<file path="config.mk">
export PLATFORM = sky130hd
export DESIGN_NAME = delimited_packet_relay_flat
export DESIGN_NICKNAME = d
export VERILOG_FILES = /design/src/sv/dpr_pkg.sv /design/src/sv/dpr_if.sv /design/src/sv/delimited_packet_relay.sv /design/src/sv/dpr_frame.sv /design/src/sv/dpr_emit.sv /design/src/flat_wrapper.sv
export SDC_FILE = /design/constraint.sdc
export NUM_CORES = 1
export LEC_CHECK = 0
export ABC_AREA = 1
export BUFFER_PORTS_ARGS = -buffer_cell sky130_fd_sc_hd__clkbuf_2
export CORE_ASPECT_RATIO = 1.25
export CORE_UTILIZATION = 67
export CTS_CLUSTER_DIAMETER = 30
export DETAILED_ROUTE_END_ITERATION = 10
export GPL_TIMING_DRIVEN = 0
export PLACE_DENSITY = 0.84
export SLEW_MARGIN = 10
export SYNTH_ARGS = -nofsm -noshare
export SYNTH_HDL_FRONTEND = slang
export SYNTH_SLANG_ARGS = --single-unit
</file>
<file path="constraint.sdc">
create_clock -name clk_i -period 12.75 [get_ports clk_i]
set_clock_uncertainty 0.2 [all_clocks]
set_input_delay 0.6375 -clock clk_i [delete_from_list [all_inputs] [get_ports clk_i]]
set_output_delay 0.6375 -clock clk_i [all_outputs]
set_load 0.02 [all_outputs]
</file>
<file path="src/sv/dpr_pkg.sv">
// ----------------------------------------------------------------------------
// dpr_pkg
// Character codes and shared types for the delimited packet relay.
// ----------------------------------------------------------------------------
package dpr_pkg;

  // Framing characters.
  localparam logic [7:0] CH_TAB = 8'h09;
  localparam logic [7:0] CH_NL  = 8'h0A;
  localparam logic [7:0] CH_CR  = 8'h0D;

  // Hand-over of a complete packet from the framer to the emitter.
  typedef struct packed {
    logic load;
    logic port;
  } dpr_load_t;

endpackage

</file>
<file path="src/sv/dpr_if.sv">
// ----------------------------------------------------------------------------
// dpr_in_if / dpr_out_if
// Valid/ready channels for received bytes and for relayed packet bytes.
// ----------------------------------------------------------------------------
interface dpr_in_if;
  logic       valid;
  logic       ready;
  logic       source_port;
  logic [7:0] in_byte;

  modport source (output valid, source_port, in_byte, input ready);
  modport sink   (input valid, source_port, in_byte, output ready);
endinterface

interface dpr_out_if;
  logic       valid;
  logic       ready;
  logic       out_port;
  logic [7:0] out_byte;
  logic       last_byte;

  modport source (output valid, out_port, out_byte, last_byte, input ready);
  modport sink   (input valid, out_port, out_byte, last_byte, output ready);
endinterface

</file>
<file path="src/sv/delimited_packet_relay.sv">
// ----------------------------------------------------------------------------
// delimited_packet_relay
// Deframes tab/newline delimited fixed-length packets from two byte streams
// and relays each complete packet on the port it arrived on.
// ----------------------------------------------------------------------------
//
//  Channel  Dir  Handshake     Payload
//  in_i     in   valid/ready   source_port[0], in_byte[7:0]
//  out_o    out  valid/ready   out_port[0], out_byte[7:0], last_byte
//
//  One received byte is taken in every cycle unless the input is held back.
//  It is registered, and the framing decision for it is made from that
//  register in the next cycle. A complete packet leaves as PACKET_BYTES+1
//  items, one per cycle unless the output stalls, once its closing newline
//  has gone through the input register into the emitter's single packet
//  buffer; only a second packet closing while the first is sent stalls input.
//  Reset clears the open flags, fill counts and all handshake state at once;
//  the payload store is not cleared and no clearing pass follows reset.
//  A stall on the output side holds the current item steady.
//
module delimited_packet_relay #(
  parameter int PACKET_BYTES = 14
) (
  input  logic      clk_i,
  input  logic      rst_ni,
  dpr_in_if.sink    in_i,
  dpr_out_if.source out_o
);
  import dpr_pkg::*;

  // Handover from the framer: a complete packet and the port it belongs to.
  dpr_load_t                      load;
  logic [PACKET_BYTES-2:0][7:0]   payload;
  // The emitter can accept a packet in this cycle.
  logic                           emit_free;

  // The framer keeps per-port state and collects payload bytes.
  dpr_frame #(
    .PACKET_BYTES (PACKET_BYTES)
  ) u_frame (
    .clk_i     (clk_i),
    .rst_ni    (rst_ni),
    .in_i      (in_i),
    .free_i    (emit_free),
    .load_o    (load),
    .payload_o (payload)
  );

  // The emitter copies the packet, so the framer may start filling the
  // same port again while the packet is still being sent.
  dpr_emit #(
    .PACKET_BYTES (PACKET_BYTES)
  ) u_emit (
    .clk_i     (clk_i),
    .rst_ni    (rst_ni),
    .load_i    (load),
    .payload_i (payload),
    .free_o    (emit_free),
    .out_o     (out_o)
  );

endmodule

</file>
<file path="src/sv/dpr_frame.sv">
// ----------------------------------------------------------------------------
// dpr_frame
// Input register and per-port framing state: open flag, fill count and
// payload store. Hands complete packets to the emitter.
// ----------------------------------------------------------------------------
module dpr_frame #(
  parameter int PACKET_BYTES = 14
) (
  input  logic                                   clk_i,
  input  logic                                   rst_ni,
  dpr_in_if.sink                                 in_i,
  input  logic                                   free_i,
  output dpr_pkg::dpr_load_t                     load_o,
  output logic [PACKET_BYTES-2:0][7:0]           payload_o
);
  import dpr_pkg::*;

  localparam int PL = PACKET_BYTES - 1;
  localparam int CW = $clog2(PACKET_BYTES);
  localparam int IW = (PL > 1) ? $clog2(PL) : 1;
  localparam logic [CW-1:0] PL_C = CW'(PL);

  logic                     s_valid_q;
  logic                     s_port_q;
  logic [7:0]               s_byte_q;
  logic [1:0]               open_q;
  logic [1:0][CW-1:0]       fill_q;
  logic [1:0][PL-1:0][7:0]  store_q;

  logic          cur_open;
  logic [CW-1:0] cur_fill;
  logic          is_tab, is_nl, is_cr;
  logic          complete;
  logic          advance;
  logic          append;

  assign cur_open = open_q[s_port_q];
  assign cur_fill = fill_q[s_port_q];
  assign is_tab   = (s_byte_q == CH_TAB);
  assign is_nl    = (s_byte_q == CH_NL);
  assign is_cr    = (s_byte_q == CH_CR);

  // A newline on a full packet must wait until the emitter can take it.
  assign complete = s_valid_q && cur_open && is_nl && (cur_fill == PL_C);
  assign advance  = s_valid_q && (!complete || free_i);
  assign append   = advance && cur_open && !is_nl && !is_tab && !is_cr && (cur_fill < PL_C);

  assign in_i.ready     = !s_valid_q || advance;
  assign load_o.load    = complete && free_i;
  assign load_o.port    = s_port_q;
  assign payload_o      = store_q[s_port_q];

  always_ff @(posedge clk_i or negedge rst_ni) begin
    if (!rst_ni) begin
      s_valid_q <= 1'b0;
      s_port_q  <= 1'b0;
      s_byte_q  <= '0;
      open_q    <= '0;
      fill_q    <= '0;
    end else begin
      if (in_i.ready) begin
        s_valid_q <= in_i.valid;
        s_port_q  <= in_i.source_port;
        s_byte_q  <= in_i.in_byte;
      end
      if (advance) begin
        if (!cur_open) begin
          if (is_tab) begin
            open_q[s_port_q] <= 1'b1;
          end
        end else if (is_nl) begin
          open_q[s_port_q] <= 1'b0;
          fill_q[s_port_q] <= '0;
        end else if (append) begin
          fill_q[s_port_q] <= cur_fill + CW'(1);
        end
      end
    end
  end

  // Payload bytes carry no reset.
  always_ff @(posedge clk_i) begin
    if (append) begin
      store_q[s_port_q][cur_fill[IW-1:0]] <= s_byte_q;
    end
  end

  assert property (@(posedge clk_i) disable iff (!rst_ni)
    (fill_q[0] <= PL_C) && (fill_q[1] <= PL_C))
    else $error("fill count beyond payload length");

  assert property (@(posedge clk_i) disable iff (!rst_ni)
    (open_q[0] || fill_q[0] == '0) && (open_q[1] || fill_q[1] == '0))
    else $error("closed port holds payload bytes");

  assert property (@(posedge clk_i) disable iff (!rst_ni)
    load_o.load |=> !open_q[$past(s_port_q)] && fill_q[$past(s_port_q)] == '0)
    else $error("packet handed over without closing its port");

endmodule

</file>
<file path="src/sv/dpr_emit.sv">
// ----------------------------------------------------------------------------
// dpr_emit
// Packet emitter: holds a copy of one complete packet and sends tab,
// payload bytes and newline as output items.
// ----------------------------------------------------------------------------
module dpr_emit #(
  parameter int PACKET_BYTES = 14
) (
  input  logic                          clk_i,
  input  logic                          rst_ni,
  input  dpr_pkg::dpr_load_t            load_i,
  input  logic [PACKET_BYTES-2:0][7:0]  payload_i,
  output logic                          free_o,
  dpr_out_if.source                     out_o
);
  import dpr_pkg::*;

  localparam int PL = PACKET_BYTES - 1;
  localparam int XW = $clog2(PACKET_BYTES + 1);
  localparam logic [XW-1:0] LAST_IDX = XW'(PACKET_BYTES);

  logic                busy_q;
  logic [XW-1:0]       idx_q;
  logic                port_q;
  logic [PL-1:0][7:0]  buf_q;

  logic fire;
  logic is_last;

  assign is_last = (idx_q == LAST_IDX);
  assign fire    = busy_q && out_o.ready;
  assign free_o  = !busy_q || (fire && is_last);

  assign out_o.valid     = busy_q;
  assign out_o.out_port  = port_q;
  assign out_o.last_byte = is_last;
  always_comb begin
    if (idx_q == '0) begin
      out_o.out_byte = CH_TAB;
    end else if (is_last) begin
      out_o.out_byte = CH_NL;
    end else begin
      out_o.out_byte = buf_q[0];
    end
  end

  always_ff @(posedge clk_i or negedge rst_ni) begin
    if (!rst_ni) begin
      busy_q <= 1'b0;
      idx_q  <= '0;
      port_q <= 1'b0;
    end else if (load_i.load) begin
      busy_q <= 1'b1;
      idx_q  <= '0;
      port_q <= load_i.port;
    end else if (fire) begin
      if (is_last) begin
        busy_q <= 1'b0;
      end else begin
        idx_q <= idx_q + XW'(1);
      end
    end
  end

  // Payload shifts towards entry zero once each payload byte is taken.
  always_ff @(posedge clk_i) begin
    if (load_i.load) begin
      buf_q <= payload_i;
    end else if (fire && (idx_q != '0)) begin
      for (int i = 0; i < PL - 1; i++) begin
        buf_q[i] <= buf_q[i+1];
      end
    end
  end

  assert property (@(posedge clk_i) disable iff (!rst_ni)
    busy_q |-> idx_q <= LAST_IDX)
    else $error("emitter index out of range");

  assert property (@(posedge clk_i) disable iff (!rst_ni)
    load_i.load |-> free_o)
    else $error("packet loaded while emitter busy");

  assert property (@(posedge clk_i) disable iff (!rst_ni)
    (fire && !is_last && !load_i.load) |=> busy_q && idx_q == $past(idx_q) + XW'(1))
    else $error("emitter lost its place in a packet");

endmodule

</file>
<file path="src/flat_wrapper.sv">
// flat-port wrapper written by rule: the top's interface ports become plain ports
module delimited_packet_relay_flat import dpr_pkg::*;
#(
  parameter int PACKET_BYTES = 14
)
  (clk_i, rst_ni, in_i_valid, in_i_source_port, in_i_in_byte, in_i_ready, out_o_valid, out_o_out_port, out_o_out_byte, out_o_last_byte, out_o_ready);
  dpr_in_if in_i_i ();
  dpr_out_if out_o_i ();
  input  logic clk_i;
  input  logic rst_ni;
  input wire logic [$bits(in_i_i.valid)-1:0] in_i_valid;
  input wire logic [$bits(in_i_i.source_port)-1:0] in_i_source_port;
  input wire logic [$bits(in_i_i.in_byte)-1:0] in_i_in_byte;
  output wire logic [$bits(in_i_i.ready)-1:0] in_i_ready;
  output wire logic [$bits(out_o_i.valid)-1:0] out_o_valid;
  output wire logic [$bits(out_o_i.out_port)-1:0] out_o_out_port;
  output wire logic [$bits(out_o_i.out_byte)-1:0] out_o_out_byte;
  output wire logic [$bits(out_o_i.last_byte)-1:0] out_o_last_byte;
  input wire logic [$bits(out_o_i.ready)-1:0] out_o_ready;
  assign in_i_i.valid = in_i_valid;
  assign in_i_i.source_port = in_i_source_port;
  assign in_i_i.in_byte = in_i_in_byte;
  assign in_i_ready = in_i_i.ready;
  assign out_o_valid = out_o_i.valid;
  assign out_o_out_port = out_o_i.out_port;
  assign out_o_out_byte = out_o_i.out_byte;
  assign out_o_last_byte = out_o_i.last_byte;
  assign out_o_i.ready = out_o_ready;
  delimited_packet_relay #(.PACKET_BYTES(PACKET_BYTES)) u_core (.clk_i(clk_i), .rst_ni(rst_ni), .in_i(in_i_i), .out_o(out_o_i));
endmodule
</file>
Word-level counts from Yosys, hierarchy flattened
Cells that the tools add are included.
{ "totals": {"reg_bits": 338, "latch_bits": 0, "ram_bits": 0, "rom_bits": 0, "in_bits": 13, "out_inout_bits": 12, "elab_cells": 133, "memories": 0} }
{ "op_classes": {"addsub": 2, "multipliers": 0, "n_div": 0, "magnitude_cmp": 5, "n_eq_ne": 7, "n_shift": 0, "muxes": 31, "bitwise": 5, "n_reduce_logical": 35} }
{ "op_table": {"columns": ["cell", "count"], "rows": [
  ["$mux 104", 3],
  ["$bwmux 208", 1],
  ["$mux 96", 2],
  ["$demux 104 s1", 1],
  ["$mux 8", 5],
  ["$demux 8 s4", 1],
  ["$eq 8x4->1 const B", 3],
  ["$mux 4", 6],
  ["$logic_and 1x1->1", 15],
  ["$reduce_bool 2->1", 5],
  ["$add 4x1->4 const B", 2],
  ["$and 8x8->8", 1],
  ["$bwmux 8", 1],
  ["$eq 4x4->1 const B", 2],
  ["$not 8->8", 1],
  ["$logic_not 1->1", 6],
  ["$mux 1", 6],
  ["$mux 2", 3],
  ["$reduce_and 3->1", 2],
  ["$lt 4x5->1 const B", 1],
  ["$demux 4 s1", 1],
  ["$ge 4x1->1 const B", 1],
  ["$logic_not 4->1", 1],
  ["$lt 4x4->1 const B", 1],
  ["10 further kinds", 14]
]} }

Logic depth before layout (Yosys ltp)
Gate-level depths: netlist of run 1.
{ "depth": {"word_depth": 15, "ltp_mapped": 14, "depth_no_buf": 13} }

By module
Synthesis of run 1 repeated with hierarchy kept, for this count alone.
{ "hier_totals": {"cells_unflattened": 1214, "area_unflattened_um2": 13639.3} }
{ "modules_own_cells": {"columns": ["module", "n_inst", "cells_each", "area_per_inst_um2", "seq_area_each_um2"], "rows": [
  ["dpr_frame", 1, 739, 8904.8, 6746.5],
  ["dpr_emit", 1, 475, 4734.5, 3273.1]
]} }

Least setup slack after synthesis of run 1
No wires, ideal clock.
{ "synth_path": {"path_kind": "reg2reg", "startpoint": "reg u_core.u_emit.idx_q[0]", "endpoint": "reg u_core.u_emit.buf_q[0] (netlist bit), enable pin", "setup_ns": 0.683, "t_arrival_ns": 7.556, "required_time_ns": 11.867, "setup_slack_ns": 4.311, "stages_incl_launch_ff": 6, "n_path_buf": 0, "synth_period_minus_slack_ns": 8.439, "path_cell_list": "dfrtp_1 inv_1 ha_1 nand3_1 inv_1 o21ai_0"} }
{ "synth_between": {"elab_chain_cells": 5, "elab_cells_between_ends": 7, "classes_between": "eq/ne (1); reduce/logical (6)"} }
{ "synth_lines": {"columns": ["element", "line_no", "source"], "rows": [
  ["from (decl)", "dpr_emit.sv:23", "logic [XW-1:0] idx_q;"],
  ["from (signal assigned)", "dpr_emit.sv:60", "idx_q <= idx_q + XW'(1);"],
  ["$eq 4x4->1", "dpr_emit.sv:30", "assign is_last = (idx_q == LAST_IDX);"],
  ["$logic_and 1x1->1", "dpr_emit.sv:32", "assign free_o = !busy_q || (fire && is_last);"],
  ["$logic_or 1x1->1", "dpr_emit.sv:32", null],
  ["$logic_and 1x1->1", "dpr_frame.sv:49", "assign load_o.load = complete && free_i;"],
  ["$reduce_bool 2->1 (no line) *", null, null],
  ["to (signal assigned)", "dpr_emit.sv:68", "buf_q <= payload_i;"],
  ["to (signal, indexed assignment)", "dpr_emit.sv:71", "buf_q[i] <= buf_q[i+1];"],
  ["to (decl)", "dpr_emit.sv:25", "logic [PL-1:0][7:0] buf_q;"]
]} }
Mark *: on every way between the ends. The rest lies on a longest branch, timed or not.
A chain may end at the register's enable or synchronous reset.

Worst setup path after layout of run 1
{ "layout_path": {"startpoint": "reg u_core.u_frame.s_byte_q[2]", "endpoint": "reg u_core.u_frame.store_q[66] (netlist bit), enable pin"} }
{ "layout_between": {"elab_chain_cells": 11, "elab_cells_between_ends": 16, "classes_between": "eq/ne (3); reduce/logical (13)"} }
{ "layout_lines": {"columns": ["element", "line_no", "source"], "rows": [
  ["from (decl)", "dpr_frame.sv:25", "logic [7:0] s_byte_q;"],
  ["from (signal assigned)", "dpr_frame.sv:64", "s_byte_q <= in_i.in_byte;"],
  ["$eq 8x4->1", "dpr_frame.sv:40", "assign is_nl = (s_byte_q == CH_NL);"],
  ["$logic_and 1x1->1 (2 in series)", "dpr_frame.sv:44", "assign complete = s_valid_q && cur_open && is_nl && (cur_fill == PL_C);"],
  ["$logic_not 1->1", "dpr_frame.sv:45", "assign advance = s_valid_q && (!complete || free_i);"],
  ["$logic_or 1x1->1", "dpr_frame.sv:45", null],
  ["$logic_and 1x1->1", "dpr_frame.sv:45", null],
  ["$logic_and 1x1->1 (3 in series)", "dpr_frame.sv:46", "assign append = advance && cur_open && !is_nl && !is_tab && !is_cr && (cur_fill < PL_C);"],
  ["$logic_and 1x1->1 * (2 in series)", "dpr_frame.sv:46", null],
  ["to (signal, indexed assignment)", "dpr_frame.sv:84", "store_q[s_port_q][cur_fill[IW-1:0]] <= s_byte_q;"],
  ["to (decl)", "dpr_frame.sv:28", "logic [1:0][PL-1:0][7:0] store_q;"]
]} }
Marked as above.

==> flow_metrics.py, run 1 <==
metrics = {
    "worst_setup_path": {
        "start_kind": "flop",
        "reg2reg_from": "u_core.u_frame.s_byte_q[2]",
        "end_kind": "flop",
        "r2r-end": "u_core.u_frame.store_q[66]",
        "critPathArrivalTime_ns": 3.82,
        "cp.required_ns": 12.69,
        "reg2reg_slack_ns": 8.87,
        "cp_max_fo": 27,
        "reg2reg_depth": 11,
        "crit_type": "reg2reg",
    },
    "synth": {
        "ys_warn_count": 0,
        "yosysSeqAreaShare_pct": 76.2,
        "synth_most_common_cell": "edfxtp_1",
        "synth_top_area_share_pct": 71.3,
        "syn_area_um2": 13100,
        "synthTopCellsByArea": "edfxtp_1, nand2_1, dfrtp_1, a31oi_1, nor2_1",
        "synth_seq_cells": 338,
        "synth_cells": 1026,
        "synth_common_cells": "edfxtp_1, nand2_1, nor2_1, a31oi_1, inv_1",
        "synth-main-ff-cell": "edfxtp_1",
        "syn_area_per_cell_um2": 12.8,
        "synth_edf_count": 312,
        "yosys.area.top_type": "edfxtp_1",
        "ys_types": 26,
        "syn_nets": 1046,
        "synthArstFlopShare_pct": 7.69,
    },
    "global_routing": {
        "grt_antenna_before_repair": 0,
        "grt_overflow": 0,
        "grt_pass1_vias": 8299,
        "grt_pass1_wl_mm": 43.2,
        "grt_usage_pct": 29.2,
        "grt_max_degree": 29,
    },
    "clocking": {
        "max-clock-path-buffers": 3,
        "cts_htree_levels": 2,
        "cts_buffers": 42,
        "path_clk_slew_ns": 0.06,
        "root_buffer": "clkbuf_16",
        "postCtsSetupBuffers": 0,
        "clk_latency_ns": 0.53,
        "clock_sinks": 338,
        "cts_tree": "built",
    },
    "pwr": {
        "leakage_uw": 0.00551,
        "ir_drop_v": 0.000163,
        "powerDensity_nw_per_um2": 191,
        "total_power_uw": 2870,
    },
    "floorplanning": {
        "die-area_um2": 20200,
        "num_rows": 56,
        "ioPinCount": 25,
        "die_y_um": 159,
        "die_w_um": 127,
        "fp.coreArea_um2": 19000,
        "start_util_pct": 69.2,
    },
    "sta": {
        "fin_crit_ns": 3.88,
        "fin_crit_sh_pct": 30.4,
        "rsz0062_at_grt": "false",
        "setup-violations-final": 0,
        "relSlewSlack_pct": 18.0,
        "drv_slew": 0,
        "max_freq_mhz": 258,
        "worst_pin_slew_ns": 1.23,
        "hold_viol": 0,
        "final.setup.tns_ns": 0,
    },
    "place": {
        "portBuffers": 24,
        "dp.cells": 1315,
        "routabilityCongestion": 0.918,
        "place_hpwl_mm": 16.6,
    },
    "run": {
        "cap_violations": 0,
    },
    "detailed_routing": {
        "drt_iter0_drc": 826,
        "drtAntennaViolNets": 0,
        "first_pass_iters": 6,
        "viasPerCell": 6.02,
        "route.detailed.drc": 0,
        "wl_mm": 28.2,
        "post_drt_wl_per_cell_um": 20.3,
        "vias": 8369,
    },
    "final_layout": {
        "utilization_pct": 79.2,
        "area_growth_pct": 14.4,
        "drive_gt1_share_pct": 12.1,
        "nets": 1119,
        "stdcell_count": 1391,
        "antennaDiodeCount": 0,
    },
    "hold_path": {
        "hold_class": "in2reg",
        "hp-start": "in_i_in_byte[3]",
        "holdPathEnd": "u_core.u_frame.s_byte_q[3]",
        "worstHoldPathCells": 2,
    },
    "run_status": {
        "status": "complete, no violations",
    },
}
## what timing repair did
item                                   4_1_cts  5_1_grt
hold buffers                                 1        0
gates resized for setup                      0        0
endpoints found under the hold margin       26        0
## stage by stage
stage	hold WS [ns]	setup slack (ns)	area (µm²)
finish	0.111	8.87	15000
global route	0.104	8.65	15000
CTS	0.0989	8.90	15000
detailed placement	0.264	9.00	13700
global placement	0.253	1.16	13600
floorplan	0.142	4.31	13100
## cell usage in the layout, fill, tap and decap left out, types with 3 or more instances in the layout
cell type and n:
a21oi_1 4, a31oi_1 96, buf_2 8, buf_4 8, buf_6 9, clkbuf_1 31
clkbuf_16 43, clkbuf_2 24, clkinv_2 3, clkinv_4 5, clkinvlp_4 4, dfrtp_1 26
edfxtp_1 312, ha_1 7, inv_1 32, inv_6 9, inv_8 3, nand2_1 291
nand3_1 26, nand3_2 3, nand4_1 4, nor2_1 146, o21ai_0 11, or2_2 3
## power by group
part / internal (µW) / switching, µW
sequential: 1360 / 54.4
clock: 654 / 468
combinational: 110 / 217
total: 2130 / 740
## layer usage
metal / global-route usage [%] / up-vias / part of all wire, %
met5: 0 / - / 0
met4: 13.3 / 0 / 3.3
met3: 4.50 / 88 / 7.4
met2: 53.5 / 431 / 54
met1: 33.9 / 4083 / 35
li1: - / 3767 / -
## sequential cells by signal, summed over array words and instances (netlist names), named ones only
name                          flops
u_core.u_frame.s_port_q           1
u_core.u_frame.s_byte_q           8
u_core.u_frame.fill_q             8
u_core.u_frame.s_valid_q          1
u_core.u_emit.buf_q             104
u_core.u_emit.out_o.out_port      1
u_core.u_frame.store_q          208
u_core.u_emit.out_o.valid         1
u_core.u_emit.idx_q               4
## worst max-delay path by stage
stage                          startpoint                          to  slack (ns)  cells after the start
6_report       u_core.u_frame.s_byte_q[2]  u_core.u_frame.store_q[66]        8.87                     11
5_1_grt        u_core.u_frame.s_byte_q[2]  u_core.u_frame.store_q[37]        8.65                     11
4_1_cts        u_core.u_frame.s_byte_q[2]  u_core.u_frame.store_q[65]        8.90                     11
3_5_place_dp   u_core.u_frame.s_byte_q[2]  u_core.u_frame.store_q[66]        9.00                     11
3_3_place_gp       u_core.u_emit.idx_q[0]     u_core.u_emit.buf_q[74]        1.16                      5
2_1_floorplan      u_core.u_emit.idx_q[0]      u_core.u_emit.buf_q[0]        4.31                      5
## final cells by class
| class | count | area [µm²] |
|---|---|---|
| flip-flops and latches | 338 | 10000 |
| fillers | 985 | 3940 |
| multi-input cells | 604 | 2720 |
| clock buffers | 49 | 1100 |
| well taps | 261 | 327 |
| plain buffers | 50 | 295 |
| clock inverters | 26 | 235 |
| repair buffers | 29 | 225 |
| inverters | 34 | 128 |
## critical path, stage by stage (launching register included)
cell,delay [ns]
dfrtp_1,1.15
inv_1,0.10
nand2_1,0.13
nor2_1,0.08
nand2_1,0.19
nor2_2,0.09
nand3_2,0.17
nand3_2,0.11
nor2_2,0.22
nand2_1,0.14
buf_2,0.26
nor2_1,0.64
## cell families after synthesis
| logic type | share of synthesized area [%] |
|---|---|
| xor gates and xnor gates | 0.200 |
| DFF | 76.2 |
| AOI/OAI and AO/OA | 5.31 |
| and+or+nand+nor | 14.4 |
| buffers and inverters | 3.22 |
| adders and majority gates | 0.666 |
Note: power is estimated with default switching activity, not from simulation.
==> run 2, diff against run 1 <==
ABC_AREA = 0   (was 1)
CORE_UTILIZATION = 62   (was 67)
PLACE_DENSITY = 0.79   (was 0.84)
clock period = 3.65 ns   (was 12.75 ns; I/O delays follow)
==> run 2 against run 1 <==
Largest power group unchanged. Largest cell class unchanged. Worst hold slack got worse by 0.040 ns. Sequential cell count unchanged. Sequential power grew to 3.5 times the previous value. Total power grew to 3.6 times the previous value. Utilization shrank 3.5 points. Sequential share of layout area down 3.0 points. Via count decreased by 7.9%.
==> flow_metrics.py, run 2 <==
metrics = {
    "synth": {
        "synthArstFlopShare_pct": 7.69,
        "synthTopCellsByArea": "edfxtp_1, mux2i_1, dfrtp_1, o21ai_0, nand2_1",
        "synth_most_common_cell": "edfxtp_1",
        "synth_top_area_share_pct": 71.1,
        "synth_edf_count": 312,
        "syn_area_per_cell_um2": 15.6,
        "syn_area_um2": 13200,
        "yosysSeqAreaShare_pct": 76.1,
        "synth-main-ff-cell": "edfxtp_1",
        "synth_common_cells": "edfxtp_1, nand2_1, o21ai_0, mux2i_1, dfrtp_1",
        "ys_types": 45,
        "synth_seq_cells": 338,
        "yosys.area.top_type": "edfxtp_1",
        "ys_warn_count": 0,
        "synth_cells": 846,
        "syn_nets": 866,
    },
    "hold_path": {
        "hold_class": "in2async",
    },
    "final_layout": {
        "regArea_um2": 10000,
        "layout_commonest_cell": "edfxtp_1",
        "drive_gt1_share_pct": 18.6,
        "largest_reg_flops": 208,
        "mostFrequentLayoutCells": "edfxtp_1, nand2_1, o21ai_0, mux2i_1, clkbuf_16",
        "nets": 962,
        "fillers": 1127,
        "area_growth_pct": 19.7,
        "utilization_pct": 75.7,
        "multi_input_area_um2": 3220,
        "antennaDiodeCount": 0,
    },
    "sta": {
        "final.setup.tns_ns": 0,
        "fin_crit_sh_pct": 98.4,
        "fin_crit_ns": 3.59,
        "drv_slew": 0,
        "relSlewSlack_pct": 32.6,
        "hold_viol": 0,
        "setup-violations-final": 0,
        "max_freq_mhz": 278,
        "worst_pin_slew_ns": 1.01,
    },
    "detailed_routing": {
        "drt-met1-wl_mm": 9.94,
        "routed-wl-met2_mm": 16.1,
        "post_drt_wl_per_cell_um": 23.4,
        "drt_iter0_drc": 730,
        "viasPerCell": 6.17,
        "met3_length_mm": 2.03,
        "drtAntennaViolNets": 0,
        "route.detailed.drc": 0,
        "vias": 7711,
        "first_pass_iters": 5,
        "wl_mm": 29.3,
        "top_layer_used": "met4",
    },
    "floorplanning": {
        "ioPinCount": 25,
        "die_w_um": 132,
        "num_rows": 59,
        "die_y_um": 165,
        "fp.coreArea_um2": 20800,
        "die-area_um2": 21800,
        "start_util_pct": 63.3,
    },
    "clocking": {
        "cts_buffers": 42,
        "root_buffer": "clkbuf_16",
        "cts_tree": "built",
        "cts_htree_levels": 2,
        "clock_sinks": 338,
        "path_clk_slew_ns": 0.06,
        "clk_latency_ns": 0.53,
        "max-clock-path-buffers": 3,
    },
    "global_routing": {
        "grt_overflow": 0,
        "grt_pass1_wl_mm": 43.6,
        "grt_max_degree": 34,
        "grt_usage_pct": 27.0,
        "grt_antenna_before_repair": 0,
        "grt_pass1_vias": 7995,
    },
    "worst_setup_path": {
        "start_kind": "flop",
        "crit_type": "reg2reg",
        "cp_common_cell": "buf_6",
        "path_cells": "buf_4 -> buf_8 -> mux2i_4 -> ha_2 -> a21boi_2 -> nand4_1 -> buf_6 -> buf_6 -> buf_2 -> o21ai_4 -> buf_12 -> buf_16",
        "crit_buf_inv": 7,
        "path_delay_family": "buffers and inverters",
        "crit_slowest_cell": "dfrtp_1",
        "cp_max_fo": 19,
        "end_kind": "flop",
        "cp.required_ns": 3.68,
        "slowest_delay_ns": 0.43,
        "critPathArrivalTime_ns": 3.63,
    },
    "pwr": {
        "powerDensity_nw_per_um2": 647,
        "leakage_uw": 0.00597,
        "ir_drop_v": 0.000449,
    },
    "place": {
        "portBuffers": 24,
        "routabilityCongestion": 0.865,
        "place_hpwl_mm": 16.0,
    },
    "run": {
        "cap_violations": 0,
    },
    "run_status": {
        "status": "complete, no violations",
    },
}
-- run 2: cell types whose count changed in the layout (fill, tap and decap cells not counted), sizes merged, moves of 6 or more --
cell / before / now
nand2: 293 / 115
nor2: 149 / 14
mux2i: 0 / 100
a31oi: 96 / 1
o21ai: 14 / 104
inv: 46 / 18
nor3: 0 / 20
nand3: 29 / 11
mux2: 0 / 14
and2: 1 / 13
dlygate4sd3: 1 / 12
nand2b: 0 / 10
clkbuf: 98 / 92
clkinv: 9 / 15
-- run 2: timing repair --
action                                  CTS  global route
endpoints found under the hold margin    41             0
hold buffers                             12             0
resized for setup                        20            41
pin swaps                                 2            14
endpoints found under the setup margin  352           288
setup buffers                             3             8
cloned                                    1             0
-- run 2: final timing paths --
kind	endpoint	slack, ns	depth (start not counted)	start
min reg2reg	flop	0.27	1	flop
min in group clk_i	u_core.u_frame.s_byte_q[1]	0.18	3	in_i_in_byte[1]
min	u_core.u_frame.fill_q[3]	0.07	2	rst_ni
max in group asynchronous	u_core.u_frame.s_byte_q[3]	2.70	2	rst_ni
max	u_core.u_emit.buf_q[63]	0.06	12	u_core.u_frame.s_port_q
max reg2reg	u_core.u_emit.buf_q[63]	0.06	12	u_core.u_frame.s_port_q
-- run 2: metal layers --
| layer | vias up | track usage (%) |
|---|---|---|
| li1 | 3386 | - |
| met1 | 3830 | 30.5 |
| met2 | 392 | 50.3 |
| met3 | 103 | 4.21 |
| met4 | 0 | 12.8 |
| met5 | - | 0 |
-- run 2: cells by family after synthesis --
| kind of cell | count (synthesis) | share of synthesized area, % |
|---|---|---|
| flops | 338 | 76.1 |
| simple gates | 199 | 6.98 |
| compound gates | 132 | 5.53 |
| mux | 114 | 8.85 |
| buf+inv | 53 | 1.69 |
| fa+ha+maj | 7 | 0.665 |
| xor+xnor | 3 | 0.200 |
-- run 2: metrics by stage --
stage	hold WS [ns]	power [µW]	instances	area (µm²)	setup slack, ns
5_1_grt	0.125	10500	1250	15800	-0.0307
2_1_floorplan	-0.313	5660	846	13200	0.0341
3_5_place_dp	0.0458	6110	1150	13800	-0.544
6_report	0.0711	10200	1250	15800	0.0573
4_1_cts	0.0426	10200	1243	15400	-0.252
3_3_place_gp	0.0350	5980	1144	13700	-1.04
-- run 2: cell type report --
cell class,instances,share of cell area (%)
plain buffers,39,1.22
clock buffers,46,6.76
clock inverters,32,1.91
inverters,12,0.286
multi-input cells,455,20.4
flip-flops and latches,338,63.6
well taps,274,2.18
repair buffers,54,3.57
-- run 2: report_power, final --
part           leakage (µW)  switching [µW]  internal [µW]
Clock              0.000648            1640           2370
Sequential          0.00316             224           4790
Combinational       0.00216             756            433
==> run 3, diff against run 2 <==
REMOVE_ABC_BUFFERS = 1   (was not set)
==> run 3 against run 2 <==
Clock power rose by 21%. Die area unchanged. Register-to-register slack gained 0.03 ns. Global-route usage increased by 0.076 points. Count of clock-buffer cells in the layout is 5 higher. Worst hold slack gained 0.011 ns. Via count is 1.5% lower. Utilization is 0.74 points higher. Combinational power shrank 4%. Design area grew 0.98%. Setup slack improved by 0.032 ns. Critical endpoint is now u_core.u_frame.store_q[200].
==> flow_metrics.py, run 3 (same netlist as run 2, synthesis figures left out) <==
metrics = {
    "place": {
        "dp.cells": 1121,
        "routabilityCongestion": 0.873,
        "portBuffers": 24,
        "place_hpwl_mm": 14.6,
    },
    "sta": {
        "worst_pin_slew_ns": 1.18,
        "drv_slew": 0,
        "max_freq_mhz": 281,
        "hold_viol": 0,
        "fin_crit_ns": 3.56,
        "relSlewSlack_pct": 21.7,
        "fin_crit_sh_pct": 97.5,
        "setup-violations-final": 0,
    },
    "worst_setup_path": {
        "end_kind": "flop",
        "start_kind": "flop",
        "crit_type": "reg2reg",
        "reg2reg_depth": 7,
        "critPathArrivalTime_ns": 3.50,
        "cp_max_fo": 30,
        "cp.required_ns": 3.59,
    },
    "clocking": {
        "cts_buffers": 46,
        "path_clk_slew_ns": 0.06,
        "cts_tree": "built",
        "cts_htree_levels": 2,
        "root_buffer": "clkbuf_16",
        "max-clock-path-buffers": 3,
        "clk_latency_ns": 0.53,
        "clock_sinks": 338,
    },
    "final_layout": {
        "largest_reg_flops": 208,
        "stdcell_count": 1232,
        "antennaDiodeCount": 0,
        "fillers": 1100,
        "mostFrequentLayoutCells": "edfxtp_1, nand2_1, o21ai_0, mux2i_1, clkbuf_16",
        "drive_gt1_share_pct": 19.5,
        "nets": 940,
        "layout_commonest_cell": "edfxtp_1",
        "area_growth_pct": 20.8,
    },
    "detailed_routing": {
        "drt_iter0_drc": 770,
        "route.detailed.drc": 0,
        "viasPerCell": 6.16,
        "post_drt_wl_per_cell_um": 23.5,
        "first_pass_iters": 6,
        "vias": 7594,
        "wl_mm": 28.9,
        "drtAntennaViolNets": 0,
    },
    "pwr": {
        "total_power_uw": 11000,
        "ir_drop_v": 0.000530,
        "leakage_uw": 0.00591,
        "powerDensity_nw_per_um2": 690,
    },
    "floorplanning": {
        "die-area_um2": 21800,
        "fp.coreArea_um2": 20800,
        "die_y_um": 165,
        "start_util_pct": 63.3,
        "die_w_um": 132,
        "num_rows": 59,
        "ioPinCount": 25,
    },
    "run": {
        "cap_violations": 0,
    },
    "global_routing": {
        "grt_antenna_before_repair": 0,
        "grt_pass1_wl_mm": 43.8,
        "grt_pass1_vias": 8075,
        "grt_max_degree": 51,
        "grt_overflow": 0,
        "grt_usage_pct": 27.1,
    },
    "run_status": {
        "status": "complete, no violations",
    },
    "hold_path": {
        "hold_class": "in2async",
    },
}
[run 3: cell count changes in the layout (fill, tap and decap cells not counted), moves of 3 or more]
cell       before  now
nor3_4         18    0
buf_12         10    7
bufinv_16       3    9
dfrtp_1        18   22
clkbuf_1       24    2
clkbuf_16      42   49
buf_1           7    0
buf_2           6    2
nor3_2          0   17
buf_6           3    7
dfrtp_2         8    3
[run 3: power breakdown]
group	total, µW	internal, µW	switching, µW
Clock	4830	3110	1720
Combinational	1140	403	737
Sequential	5000	4790	216
Total	11000	8300	2670
[run 3: metal layers]
layer  share of wire (%)  vias up  GRT usage [%]
met5                   0        -              0
met4                 3.8        0           13.6
met3                 6.4      105           4.45
met2                  55      359           49.8
met1                  35     3793           30.7
li1                    -     3337              -
[run 3: final cells by class]
cell class                 count  area (µm²)  share of cell area [%]
sequential                   338       10000                    63.0
multi-input combinational    455        3090                    19.4
clock buffer                  51        1230                    7.75
timing repair buffer          67         709                    4.46
clock inverter                35         467                    2.93
tap                          274         343                    2.15
inverter                      12        45.0                   0.283
[run 3: worst paths after layout]
| check | start | end | slack, ns |
|---|---|---|---|
| min reg2reg | flop | flop | 0.27 |
| min in group clk_i | in_i_in_byte[3] | u_core.u_frame.s_byte_q[3] | 0.21 |
| max in group asynchronous | rst_ni | u_core.u_frame.s_port_q | 2.66 |
| min | rst_ni | u_core.u_frame.fill_q[0] | 0.08 |
| max reg2reg | u_core.u_frame.s_port_q | u_core.u_frame.store_q[200] | 0.09 |
| max | u_core.u_frame.s_port_q | u_core.u_frame.store_q[200] | 0.09 |
[run 3: critical path, cell delays in order (launching register included)]
cell      delay (ns)
dfrtp_4         0.47
buf_16          0.22
mux2i_2         0.35
ha_1            0.33
a21o_1          0.20
o211ai_1        0.27
buf_4           0.25
nor3_1          0.88
[run 3: through the flow]
step	instance area (µm²)	hold WS [ns]	setup TNS (ns)	worst slack (ns)	utilization, %
6_report	15900	0.0818	0	0.0894	76.4
5_1_grt	15900	0.134	-0.532	-0.0697	76.4
4_1_cts	15800	0.0290	0	0.0644	76.0
3_5_place_dp	13800	0.0434	-172.59	-0.803	66.1
3_3_place_gp	13500	0.0157	-4530.88	-25.12	64.6
2_1_floorplan	13000	-0.313	-2617.71	-13.97	-
[run 3: repair_timing]
action / in CTS / in global routing
hold buffers: 12 / 0
cloned: 1 / 0
endpoints found under the hold margin: 41 / 0
endpoints found under the setup margin: 401 / 113
pin swaps: 4 / 4
buffers inserted: 10 / 2
gates resized for setup: 22 / 8
